===== src/hw/rtl/ant_tour_step_macros.svh =====
// ------------------------------------------------------------------------
// ant_tour_step_macros.svh
// Assertion macros shared by the ant tour step block.
// ------------------------------------------------------------------------
`ifndef ANT_TOUR_STEP_MACROS_SVH
`define ANT_TOUR_STEP_MACROS_SVH

`ifndef SYNTH

// The condition must never be true outside reset.
`define ATS_ASSERT_NEVER(lbl, cond, msg) \
	lbl: assert property (@(posedge clk) disable iff (!arst_n) !(cond)) \
		else $error(msg);

// When pre holds, post must hold on the next clock edge.
`define ATS_ASSERT_NEXT(lbl, pre, post, msg) \
	lbl: assert property (@(posedge clk) disable iff (!arst_n) (pre) |=> (post)) \
		else $error(msg);

`else

`define ATS_ASSERT_NEVER(lbl, cond, msg)
`define ATS_ASSERT_NEXT(lbl, pre, post, msg)

`endif

`endif


===== src/hw/rtl/ats_pkg.sv =====
// ------------------------------------------------------------------------
// ats_pkg
// Types, constants and helpers shared by the ant tour step block.
// ------------------------------------------------------------------------
package ats_pkg;

	localparam int CITIES  = 32;
	localparam int CITY_W  = 5;
	localparam int LEN_W   = 16;
	localparam int TRAIL_W = 16;
	localparam int RND_W   = 16;
	localparam int DIST_W  = 21;
	localparam int ADDR_W  = $clog2(CITIES * CITIES);
	localparam int RAM_W   = LEN_W + TRAIL_W;
	localparam int WT_W    = TRAIL_W + 8;
	localparam int SUM_W   = WT_W + $clog2(CITIES);
	localparam int CNT_W   = $clog2(WT_W + 1);
	localparam int PROD_W  = SUM_W + RND_W;

	localparam logic [DIST_W-1:0] DIST_MAX = {DIST_W{1'b1}};

	localparam logic [1:0] FN_WRITE = 2'd0;
	localparam logic [1:0] FN_START = 2'd1;
	localparam logic [1:0] FN_STEP  = 2'd2;

	typedef enum logic [3:0] {
		ST_CLEAR,
		ST_IDLE,
		ST_MARK,
		ST_RD,
		ST_EV,
		ST_DIV,
		ST_END1,
		ST_MUL,
		ST_BACK_RD,
		ST_BACK_EV,
		ST_PICK_RD,
		ST_PICK_EV,
		ST_RESP
	} state_t;

	typedef enum logic [1:0] {
		SEL_J,
		SEL_HOME,
		SEL_PICK
	} addr_sel_t;

	typedef struct packed {
		logic      clr_wr;
		logic      wr_road;
		logic      start_tour;
		logic      accept;
		logic      mark;
		logic      rd_en;
		addr_sel_t rd_sel;
		logic      div_start;
		logic      acc1;
		logic      acc2;
		logic      j_inc;
		logic      mul;
		logic      pick_first;
		logic      close_ev;
		logic      take_ev;
	} cmd_t;

	typedef struct packed {
		logic clr_last;
		logic finished;
		logic cand;
		logic div_done;
		logic j_last;
		logic first_v;
		logic sum_zero;
		logic hit;
	} sts_t;

	function automatic logic city_ok(input logic [CITY_W-1:0] c);
		return {1'b0, c} < (CITY_W + 1)'(CITIES);
	endfunction

endpackage


===== src/hw/rtl/ats_ctrl.sv =====
// ------------------------------------------------------------------------
// ats_ctrl
// Controller: sequences the clearing pass, up to two neighbor scans and the
// result beat.
// ------------------------------------------------------------------------
module ats_ctrl (
	input  logic          clk,
	input  logic          arst_n,
	input  logic          in_valid,
	output logic          in_stall,
	input  logic [1:0]    func,
	output logic          out_valid,
	input  logic          out_stall,
	input  ats_pkg::sts_t sts,
	output ats_pkg::cmd_t cmd
);

	ats_pkg::state_t state_q;
	ats_pkg::state_t state_d;
	logic            pass2_q;
	logic            acc_in;

	assign acc_in = in_valid && (state_q == ats_pkg::ST_IDLE);

	always_ff @(posedge clk or negedge arst_n) begin
		if (!arst_n) begin
			state_q <= ats_pkg::ST_CLEAR;
			pass2_q <= 1'b0;
		end else begin
			state_q <= state_d;
			if (state_q == ats_pkg::ST_MARK) begin
				pass2_q <= 1'b0;
			end else if (state_q == ats_pkg::ST_MUL) begin
				pass2_q <= 1'b1;
			end
		end
	end

	always_comb begin
		state_d = state_q;
		unique case (state_q)
			ats_pkg::ST_CLEAR: begin
				if (sts.clr_last) state_d = ats_pkg::ST_IDLE;
			end
			ats_pkg::ST_IDLE: begin
				if (acc_in) begin
					if (func == ats_pkg::FN_STEP && !sts.finished) begin
						state_d = ats_pkg::ST_MARK;
					end else begin
						state_d = ats_pkg::ST_RESP;
					end
				end
			end
			ats_pkg::ST_MARK: state_d = ats_pkg::ST_RD;
			ats_pkg::ST_RD:   state_d = ats_pkg::ST_EV;
			ats_pkg::ST_EV: begin
				if (sts.cand) begin
					state_d = ats_pkg::ST_DIV;
				end else if (sts.j_last) begin
					state_d = pass2_q ? ats_pkg::ST_PICK_RD : ats_pkg::ST_END1;
				end else begin
					state_d = ats_pkg::ST_RD;
				end
			end
			ats_pkg::ST_DIV: begin
				if (sts.div_done) begin
					if (pass2_q && sts.hit) begin
						state_d = ats_pkg::ST_PICK_RD;
					end else if (sts.j_last) begin
						state_d = pass2_q ? ats_pkg::ST_PICK_RD : ats_pkg::ST_END1;
					end else begin
						state_d = ats_pkg::ST_RD;
					end
				end
			end
			ats_pkg::ST_END1: begin
				priority if (!sts.first_v) state_d = ats_pkg::ST_BACK_RD;
				else if (sts.sum_zero) state_d = ats_pkg::ST_PICK_RD;
				else state_d = ats_pkg::ST_MUL;
			end
			ats_pkg::ST_MUL:     state_d = ats_pkg::ST_RD;
			ats_pkg::ST_BACK_RD: state_d = ats_pkg::ST_BACK_EV;
			ats_pkg::ST_BACK_EV: state_d = ats_pkg::ST_RESP;
			ats_pkg::ST_PICK_RD: state_d = ats_pkg::ST_PICK_EV;
			ats_pkg::ST_PICK_EV: state_d = ats_pkg::ST_RESP;
			ats_pkg::ST_RESP: begin
				if (!out_stall) state_d = ats_pkg::ST_IDLE;
			end
			default: state_d = ats_pkg::ST_IDLE;
		endcase
	end

	always_comb begin
		cmd        = '0;
		cmd.rd_sel = ats_pkg::SEL_J;
		unique case (state_q)
			ats_pkg::ST_CLEAR: cmd.clr_wr = 1'b1;
			ats_pkg::ST_IDLE: begin
				cmd.accept     = acc_in;
				cmd.wr_road    = acc_in && (func == ats_pkg::FN_WRITE);
				cmd.start_tour = acc_in && (func == ats_pkg::FN_START);
			end
			ats_pkg::ST_MARK: cmd.mark = 1'b1;
			ats_pkg::ST_RD:   cmd.rd_en = 1'b1;
			ats_pkg::ST_EV: begin
				cmd.div_start  = sts.cand;
				cmd.j_inc      = !sts.cand && !sts.j_last;
				cmd.pick_first = !sts.cand && sts.j_last && pass2_q;
			end
			ats_pkg::ST_DIV: begin
				if (sts.div_done) begin
					cmd.acc1       = !pass2_q;
					cmd.acc2       = pass2_q;
					cmd.j_inc      = !(pass2_q && sts.hit) && !sts.j_last;
					cmd.pick_first = pass2_q && !sts.hit && sts.j_last;
				end
			end
			ats_pkg::ST_END1: begin
				cmd.pick_first = sts.first_v && sts.sum_zero;
			end
			ats_pkg::ST_MUL: cmd.mul = 1'b1;
			ats_pkg::ST_BACK_RD: begin
				cmd.rd_en  = 1'b1;
				cmd.rd_sel = ats_pkg::SEL_HOME;
			end
			ats_pkg::ST_BACK_EV: cmd.close_ev = 1'b1;
			ats_pkg::ST_PICK_RD: begin
				cmd.rd_en  = 1'b1;
				cmd.rd_sel = ats_pkg::SEL_PICK;
			end
			ats_pkg::ST_PICK_EV: cmd.take_ev = 1'b1;
			ats_pkg::ST_RESP: cmd = '0;
			default: cmd = '0;
		endcase
	end

	assign in_stall  = state_q != ats_pkg::ST_IDLE;
	assign out_valid = state_q == ats_pkg::ST_RESP;

endmodule


===== config.mk =====
export PLATFORM = sky130hd
export DESIGN_NAME = ats_ctrl
export DESIGN_NICKNAME = d
export VERILOG_FILES = /design/src/hw/rtl/ant_tour_step_macros.svh /design/src/hw/rtl/ats_pkg.sv /design/src/hw/rtl/ats_ctrl.sv
export SDC_FILE = /design/constraint.sdc
export NUM_CORES = 1
export LEC_CHECK = 0
export BUFFER_PORTS_ARGS = -buffer_cell sky130_fd_sc_hd__buf_2
export CORE_MARGIN = 8
export CORE_UTILIZATION = 47
export CTS_CLUSTER_SIZE = 16
export DETAILED_ROUTE_END_ITERATION = 10
export PLACE_DENSITY_LB_ADDON = 0.1
export SYNTH_ARGS = -nofsm -noshare
export SYNTH_HDL_FRONTEND = slang
export SYNTH_SLANG_ARGS = --single-unit

===== constraint.sdc =====
create_clock -name clk -period 4.8 [get_ports clk]
set_input_delay 0.96 -clock clk [delete_from_list [all_inputs] [get_ports clk]]
set_output_delay 0.96 -clock clk [all_outputs]
set_load 0.02 [all_outputs]

After elaboration in Yosys (flattened, before gate mapping)
Cells that the tools add are included.

Multiplexer cells: 28. Equality and inequality tests: 19. Reductions and logical operators: 25.

Operator list (number): 4-bit two-way mux (11); 4-bit one-hot mux with 11 select lines (1); 4-bit equality test, second input constant (5); 4-bit by 3-bit equality test with 1-bit output, second input constant (4); 1-bit logical AND (12); 1-bit two-way mux (10); 4-bit by 2-bit equality test with 1-bit output, second input constant (2); 2-bit inequality test, second input constant (4); 1-bit zero test (6); 3-bit two-way mux (2); 4-bit by 1-bit equality test with 1-bit output, second input constant (1); 4-bit zero test (1); 4-bit by 1-bit inequality test with 1-bit output, second input constant (1); 2-bit one-hot mux with 2 select lines (1); 4-bit AND reduction (1); 2-bit OR reduction (2); 1-bit one-hot mux with 3 select lines (1); 3-bit OR reduction (1); 2-bit by 1-bit equality test with 1-bit output, second input constant (1); 2-bit equality test, second input constant (1); 2-bit zero test (1); 2-bit two-way mux (1); 1-bit one-hot mux with 2 select lines (1); 2-bit nonzero test (1).

Register bits: 5. Logic and storage cells: 74. Output and inout port bits: 18.

Longest topological paths before layout
Gate-level depths: netlist of the first run.

Word-level depth: 5. Depth in mapped cells: 5. Depth with buffers taken out: 4.

Least setup slack after synthesis of the first run
Ideal clock, no wire load.

Kind: input port to output port. From: in sts[5] (netlist bit). To: out cmd[4] (netlist bit). Setup slack: 2059 ps. Required time: 3840 ps. Arrival time: 1781 ps. Stages: 2. Cells stage by stage: or3_4 a2111oi_4.

RTL lines: start, declared (line ats_ctrl.sv:14) `input ats_pkg::sts_t sts,`; end, declared (line ats_ctrl.sv:15) `output ats_pkg::cmd_t cmd`.

==> results of run 1 <==
per-layer routing:
metal	share of wire, %	vias to the layer above	routed length, um
li1	-	387	-
met4	0	0	0
met3	8.1	0	153
met1	43	340	812
met2	49	32	928
met5	0	-	0
power by group:
part | total (mW) | leakage (nW) | switching (mW) | internal (mW)
sequential | 0.118 | 0.0627 | 0.0575 | 0.0610
combinational | 0.298 | 0.328 | 0.176 | 0.122
clock | 0.0485 | 0.0177 | 0.0183 | 0.0302
kinds of logic (layout without fill, tap and decap cells):
kind of cell	Yosys count	after routing	synth area share, %
simple gates	50	50	41.67
compound gates	24	24	29.96
buf+inv	10	40	6.746
flops	5	5	19.84
mux	1	1	1.786
metrics by stage:
stage | power (mW) | cell area [um2] | utilization [%] | setup slack (ps)
2_1_floorplan | 0.3398 | 630.6 | - | 2059
3_3_place_gp | 0.4116 | 780.7 | 60.76 | 1867
3_5_place_dp | 0.4156 | 780.7 | 60.76 | 1850
4_1_cts | 0.4673 | 808.3 | 62.90 | 1748
5_1_grt | 0.5097 | 808.3 | 62.90 | 1623
6_report | 0.4648 | 808.3 | 62.90 | 1755
flip-flops by register name, indices dropped and copies added (netlist names):
register  flops
pass2_q       1
state_q       4
synth_stat cells:
cell | n | area share, %
buf_2 | 4 | 3.2
nand3_1 | 3 | 2.4
nand3b_1 | 1 | 1.2
o211ai_1 | 1 | 1.2
nor2_1 | 15 | 8.9
o22ai_1 | 2 | 2.0
or2_2 | 1 | 0.99
or2_0 | 1 | 0.99
or3_4 | 1 | 1.8
a21oi_1 | 3 | 2.4
o31a_1 | 1 | 1.4
clkbuf_1 | 1 | 0.59
a211oi_1 | 1 | 1.2
dfrtp_1 | 5 | 20
o221ai_1 | 1 | 1.4
and3b_1 | 1 | 1.4
nor3b_1 | 3 | 3.6
nor3_1 | 3 | 2.4
a22oi_1 | 2 | 2.4
o32ai_1 | 1 | 1.4
mux2_2 | 1 | 1.8
a2111oi_4 | 1 | 4.4
o41ai_1 | 1 | 1.4
and2b_1 | 2 | 2.4
and2_1 | 1 | 0.99
o22a_1 | 2 | 2.8
nor2b_1 | 2 | 2.0
inv_1 | 5 | 3.0
o21ai_0 | 5 | 4.0
o2bb2ai_1 | 1 | 1.4
nand4b_1 | 1 | 1.4
nand2_1 | 9 | 5.4
o21bai_1 | 1 | 1.2
nand2b_1 | 5 | 5.0
and3_1 | 1 | 0.99
a41o_1 | 1 | 1.6
layout make-up:
| type | count | area, um2 | share of cell area (%) |
|---|---|---|---|
| clock inverter | 1 | 5.005 | 0.6192 |
| sequential | 5 | 125.1 | 15.48 |
| inverter | 5 | 18.77 | 2.322 |
| tap | 15 | 18.77 | 2.322 |
| clock buffer | 3 | 22.52 | 2.786 |
| multi-input combinational | 75 | 462.9 | 57.28 |
| timing repair buffer | 31 | 155.1 | 19.20 |
final timing paths:
path                                           to              startpoint  depth (start not counted)  slack, ps
max reg2reg                state_q[0]$_DFFE_PN0P_  state_q[0]$_DFFE_PN0P_                          4       3160
max                                        cmd[4]  state_q[0]$_DFFE_PN0P_                          4       1750
min reg2reg                   pass2_q$_DFFE_PN0P_     pass2_q$_DFFE_PN0P_                          2        670
max in group asynchronous     pass2_q$_DFFE_PN0P_                  arst_n                          1       4150
min in group clk              pass2_q$_DFFE_PN0P_     pass2_q$_DFFE_PN0P_                          2        670
min                        state_q[2]$_DFFE_PN0P_                  arst_n                          1        520
==> flow_metrics.tcl, run 1 <==
set metrics [dict create \
    antenna_found_initial 0 \
    die_y_um 52.63 \
    worstSetupEndpointType "output port" \
    tightestPinTransition_ps 459.4 \
    clk_path_buf_depth 2 \
    dr_total_vias 759 \
    grtUsageMet3_pct 3.693 \
    grt_max_degree 18 \
    syn_nets 104 \
    crit_fanout 17 \
    grt_use_met1_pct 17.76 \
    netlist_instances 90 \
    wirelength_um 1894 \
    ios 32 \
    dpl.hpwl_um 1530 \
    final_cell_mix "31 x buf_2, 15 x nor2_1, 9 x nand2_1" \
    floorplan.die_area_mm2 0.002770 \
    crit_buf_inv 1 \
    crit_required_ps 3840 \
    crit_chain "or2_0 -> or3_4 -> a2111oi_4 -> buf_2" \
    coreArea_mm2 0.001285 \
    path_delay_family "simple AND/OR/NAND/NOR gates" \
    ant_nets 0 \
    timing_worst_setup_path_type "register to output port" \
    max_stage_delay_ps 540 \
    routabilityCongestion 0.8426 \
    fmax_mhz 328.4 \
    slowest_stage "dfrtp_1" \
    clk_latency_ps 240 \
    antenna_cells 0 \
    finalHoldViolCount 0 \
    worstSetupStartpointType "register" \
    numPlacedInstances 131 \
    drc_errors 0 \
    viasPerCell 5.622 \
    hold_slack_ps 520.5 \
    worstPathArrival_ps 2090 \
    setup_tns_ps 0 \
    cts-resized-gates 0 \
    power.leakage_nw 0.4086 \
    numClockSinks 5 \
    grt_setup_unrepaired "no" \
    htree_levels 1 \
    nets 135 \
    grt_pass1_wl_um 3222 \
    final_max_slew_viol_count 0 \
    peakVddDrop_mv 0.2407 \
    setup-violations-final 0 \
    postCtsHoldBufs 0 \
    track_usage_pct 14.35 \
    maxSlewHeadroom_pct 69.37 \
    cap_violations 0 \
    cts_tree "built" \
    grt-busiest-layer "met2" \
    grt_use_met2_pct 24.11 \
    port_buffers 31 \
    skew_ps 3.735 \
    instances_no_fill 135 \
    fillCellCount 128 \
    cts_buffers 3 \
    initial_core_util_pct 49.08 \
    post_cts_buffers 0 \
    outcome "finished clean" \
    ys_seq_area_share_pct 19.84 \
    grt_pass1_vias 749 \
    layout_min_cycle_time_ps 3045 \
    avgRoutedWirePerCell_um 14.03 \
    ys_seq_elements 5 \
    root_buffer "clkbuf_4" \
    grt_overflow 0 \
    area_delta_synth_final_pct 28.17 \
    finalCritPeriodShare_pct 63.44 \
    synth_cell_type_count 36 \
    synth_warnings 0 \
    drive_gt1_share_pct 32.50 \
    firstDrtPassIters 4 \
    syn-cell-area_um2 630.6 \
    syn-mean-instance-area_um2 7.007 \
    clk_pin_slew_ps 50 \
    rows 13 \
    drt-initial-drc-count 17 \
    p_per_area_mw_per_mm2 575.0 \
    die_w_um 52.63 \
    mostFrequentLayoutCell "buf_2" \
    min_path_type "primary input to async pin" \
]
Power figures use the tool's default switching activity.
==> run 2, diff against run 1 <==
--- a/config.mk
+++ b/config.mk
@@ -5,9 +5,10 @@
 export SDC_FILE = /design/constraint.sdc
 export NUM_CORES = 1
 export LEC_CHECK = 0
+export ABC_AREA = 1
 export BUFFER_PORTS_ARGS = -buffer_cell sky130_fd_sc_hd__buf_2
 export CORE_MARGIN = 8
-export CORE_UTILIZATION = 47
+export CORE_UTILIZATION = 39
 export CTS_CLUSTER_SIZE = 16
 export DETAILED_ROUTE_END_ITERATION = 10
 export PLACE_DENSITY_LB_ADDON = 0.1
==> constraint.sdc (replaced) <==
create_clock -name clk -period 2.52 [get_ports clk]
set_input_delay 0.504 -clock clk [delete_from_list [all_inputs] [get_ports clk]]
set_output_delay 0.504 -clock clk [all_outputs]
set_load 0.02 [all_outputs]
==> flow_metrics.tcl, run 2 <==
set metrics [dict create \
    dr_total_vias 834 \
    port_buffers 31 \
    final_max_slew_viol_count 0 \
    power.leakage_nw 0.5235 \
    worstSetupEndpointType "output port" \
    synth.area.top_cells "nand2_1 23%, dfrtp_1 20%, nor2_1 13%, inv_1 11%, nand3_1 6.5%" \
    syn-mean-instance-area_um2 5.367 \
    synth.top_cells.by_count "37 x nand2_1, 22 x nor2_1, 18 x inv_1" \
    p_per_area_mw_per_mm2 1071 \
    cts_tree "built" \
    p_int_uw 373.9 \
    outcome "finished clean" \
    swShare_pct 57.09 \
    pwr-share-comb_pct 69.2 \
    grt_pass1_vias 802 \
    fmax_mhz 464.9 \
    syn-cell-area_um2 611.8 \
    largest_registers "state_q: 4 flops, pass2_q: 1 flops" \
    area_delta_synth_final_pct 32.92 \
    crit_fanout 5 \
    firstDrtPassIters 4 \
    crit_chain "inv_1 -> nand2_2 -> nor2_1 -> inv_1 -> o31ai_1 -> buf_2" \
    root_buffer "clkbuf_4" \
    worstSetupStartpointType "register" \
    skew_ps 6.652 \
    wirelength_um 1969 \
    clk_path_buf_depth 2 \
    min_path_type "primary input to async pin" \
    die_y_um 55.61 \
    nets 164 \
    regMostFlops "state_q" \
    tightestPinTransition_ps 266.8 \
    path_delay_family "buffers and inverters" \
    crit_required_ps 2020 \
    maxSlewHeadroom_pct 82.15 \
    finalHoldViolCount 0 \
    floorplan.die_area_mm2 0.003092 \
    worstPathArrival_ps 1650 \
    grt_pass1_wl_um 3408 \
    layout_min_cycle_time_ps 2151 \
    grt_setup_unrepaired "no" \
    antenna_found_initial 0 \
    clk_pin_slew_ps 50 \
    max_stage_delay_ps 400 \
    slowest_stage "dfrtp_1" \
    grt_use_met2_pct 19.71 \
    numClockSinks 5 \
    ys_seq_area_share_pct 20.45 \
    coreArea_mm2 0.001489 \
    crit_top_cell "inv_1" \
    seqPwrFrac_pct 19.3 \
    yosys_most_used_dff "dfrtp_1" \
    peakVddDrop_mv 0.7215 \
    routabilityCongestion 0.9086 \
    drive_gt1_share_pct 30.20 \
    netlist_instances 114 \
    synth_most_common_cell "nand2_1" \
    grt_max_degree 8 \
    synth_warnings 0 \
    largest_register_ffs 4 \
    synth-async-reset-ratio_pct 100.0 \
    mostFrequentLayoutCell "nand2_1" \
    crit_buf_inv 3 \
    viasPerCell 5.055 \
    final_cell_mix "37 x nand2_1, 31 x buf_2, 22 x nor2_1, 18 x inv_1, 8 x nand3_1" \
    hold_slack_ps 50.86 \
    setup_tns_ps 0 \
    setup-violations-final 0 \
    cap_violations 0 \
    initial_core_util_pct 41.09 \
    post_cts_buffers 0 \
    placed_area_um2 787.0 \
    clk_latency_ps 260 \
    final_area_um2 813.3 \
    synth-edff-count 0 \
    htree_levels 1 \
    drt-initial-drc-count 15 \
    finalCritPeriodShare_pct 85.35 \
    finalPower_uw 871.4 \
    die_w_um 55.61 \
    rows 14 \
    yosys.area.top_type_share_pct 22.70 \
    cts-resized-gates 0 \
    ant_nets 0 \
    antenna_cells 0 \
    grtUsageMet3_pct 5.936 \
    timing_worst_setup_path_type "register to output port" \
    grt-busiest-layer "met2" \
    dpl.hpwl_um 1696 \
    syn_nets 128 \
    synth_cell_type_count 21 \
    postCtsHoldBufs 0 \
    drc_errors 0 \
    grt_use_met1_pct 15.09 \
    grt_overflow 0 \
    avgRoutedWirePerCell_um 11.93 \
    ios 32 \
    track_usage_pct 12.71 \
    ys_seq_elements 5 \
    yosysTopAreaCell "nand2_1" \
    cts_buffers 3 \
    clkPwrFrac_pct 11.5 \
    power.switching_uw 497.5 \
]
[run 2: cell types whose count changed after synthesis, moves of 3 or more]
cell      delta
o21ai_0      -3
nand2_1     +28
nand2b_1     -5
nand3_1      +5
nor3b_1      -3
nor2_1       +7
buf_2        -4
o21ai_2      +3
nor2_2       +3
inv_1       +13
[run 2: final timing paths]
kind | from | to | slack [ps] | depth (start not counted)
setup reg to reg | state_q[1]$_DFFE_PN0P_ | state_q[2]$_DFFE_PN0P_ | 1170 | 9
hold reg to reg | state_q[0]$_DFFE_PN0P_ | state_q[0]$_DFFE_PN0P_ | 630 | 2
max in group asynchronous | arst_n | pass2_q$_DFFE_PN0P_ | 2330 | 1
setup / recovery | state_q[3]$_DFFE_PN0P_ | cmd[4] | 370 | 6
hold / removal | arst_n | state_q[3]$_DFFE_PN0P_ | 50 | 1
min in group clk | out_stall | state_q[3]$_DFFE_PN0P_ | 480 | 3
[run 2: kinds of logic (layout without fill, tap and decap cells)]
family | after synthesis | after routing | synth area share [%]
AO/OA/AOI/OAI | 12 | 12 | 13.29
buffers and inverters | 19 | 54 | 11.66
flip-flops | 5 | 5 | 20.45
AND/OR/NAND/NOR | 78 | 78 | 54.60
[run 2: area by class of cell]
type                    instances  area, um2
flip-flops and latches          5      125.1
repair buffers                 31      155.1
clock buffers                   4      26.28
fillers                       164      675.6
well taps                      16      20.02
multi-input cells              90      415.4
inverters                      19      71.32
[run 2: metrics by stage]
| step | cells | util (%) | worst slack, ps |
|---|---|---|---|
| 6_report | 165 | 54.62 | 369.1 |
| 4_1_cts | 165 | 54.62 | 366.2 |
| 3_3_place_gp | 161 | 52.86 | 688.6 |
| 3_5_place_dp | 161 | 52.86 | 650.3 |
| 2_1_floorplan | 114 | - | 653.7 |
| 5_1_grt | 165 | 54.62 | 227.7 |
[run 2: power groups by stage]
stage | logic [mW] | clock network [mW] | registers [mW]
global route | 0.675 | 0.106 | 0.176
detailed placement | 0.599 | 0 | 0.168
CTS | 0.602 | 0.102 | 0.167
global placement | 0.598 | 0 | 0.165
finish | 0.603 | 0.100 | 0.169
floorplan | 0.448 | 0 | 0.158
[run 2: routing by layer]
layer | up-vias | wire [um]
met5 | - | 0
met4 | 0 | 46
met3 | 6 | 210
met2 | 35 | 840
met1 | 365 | 872
li1 | 428 | -
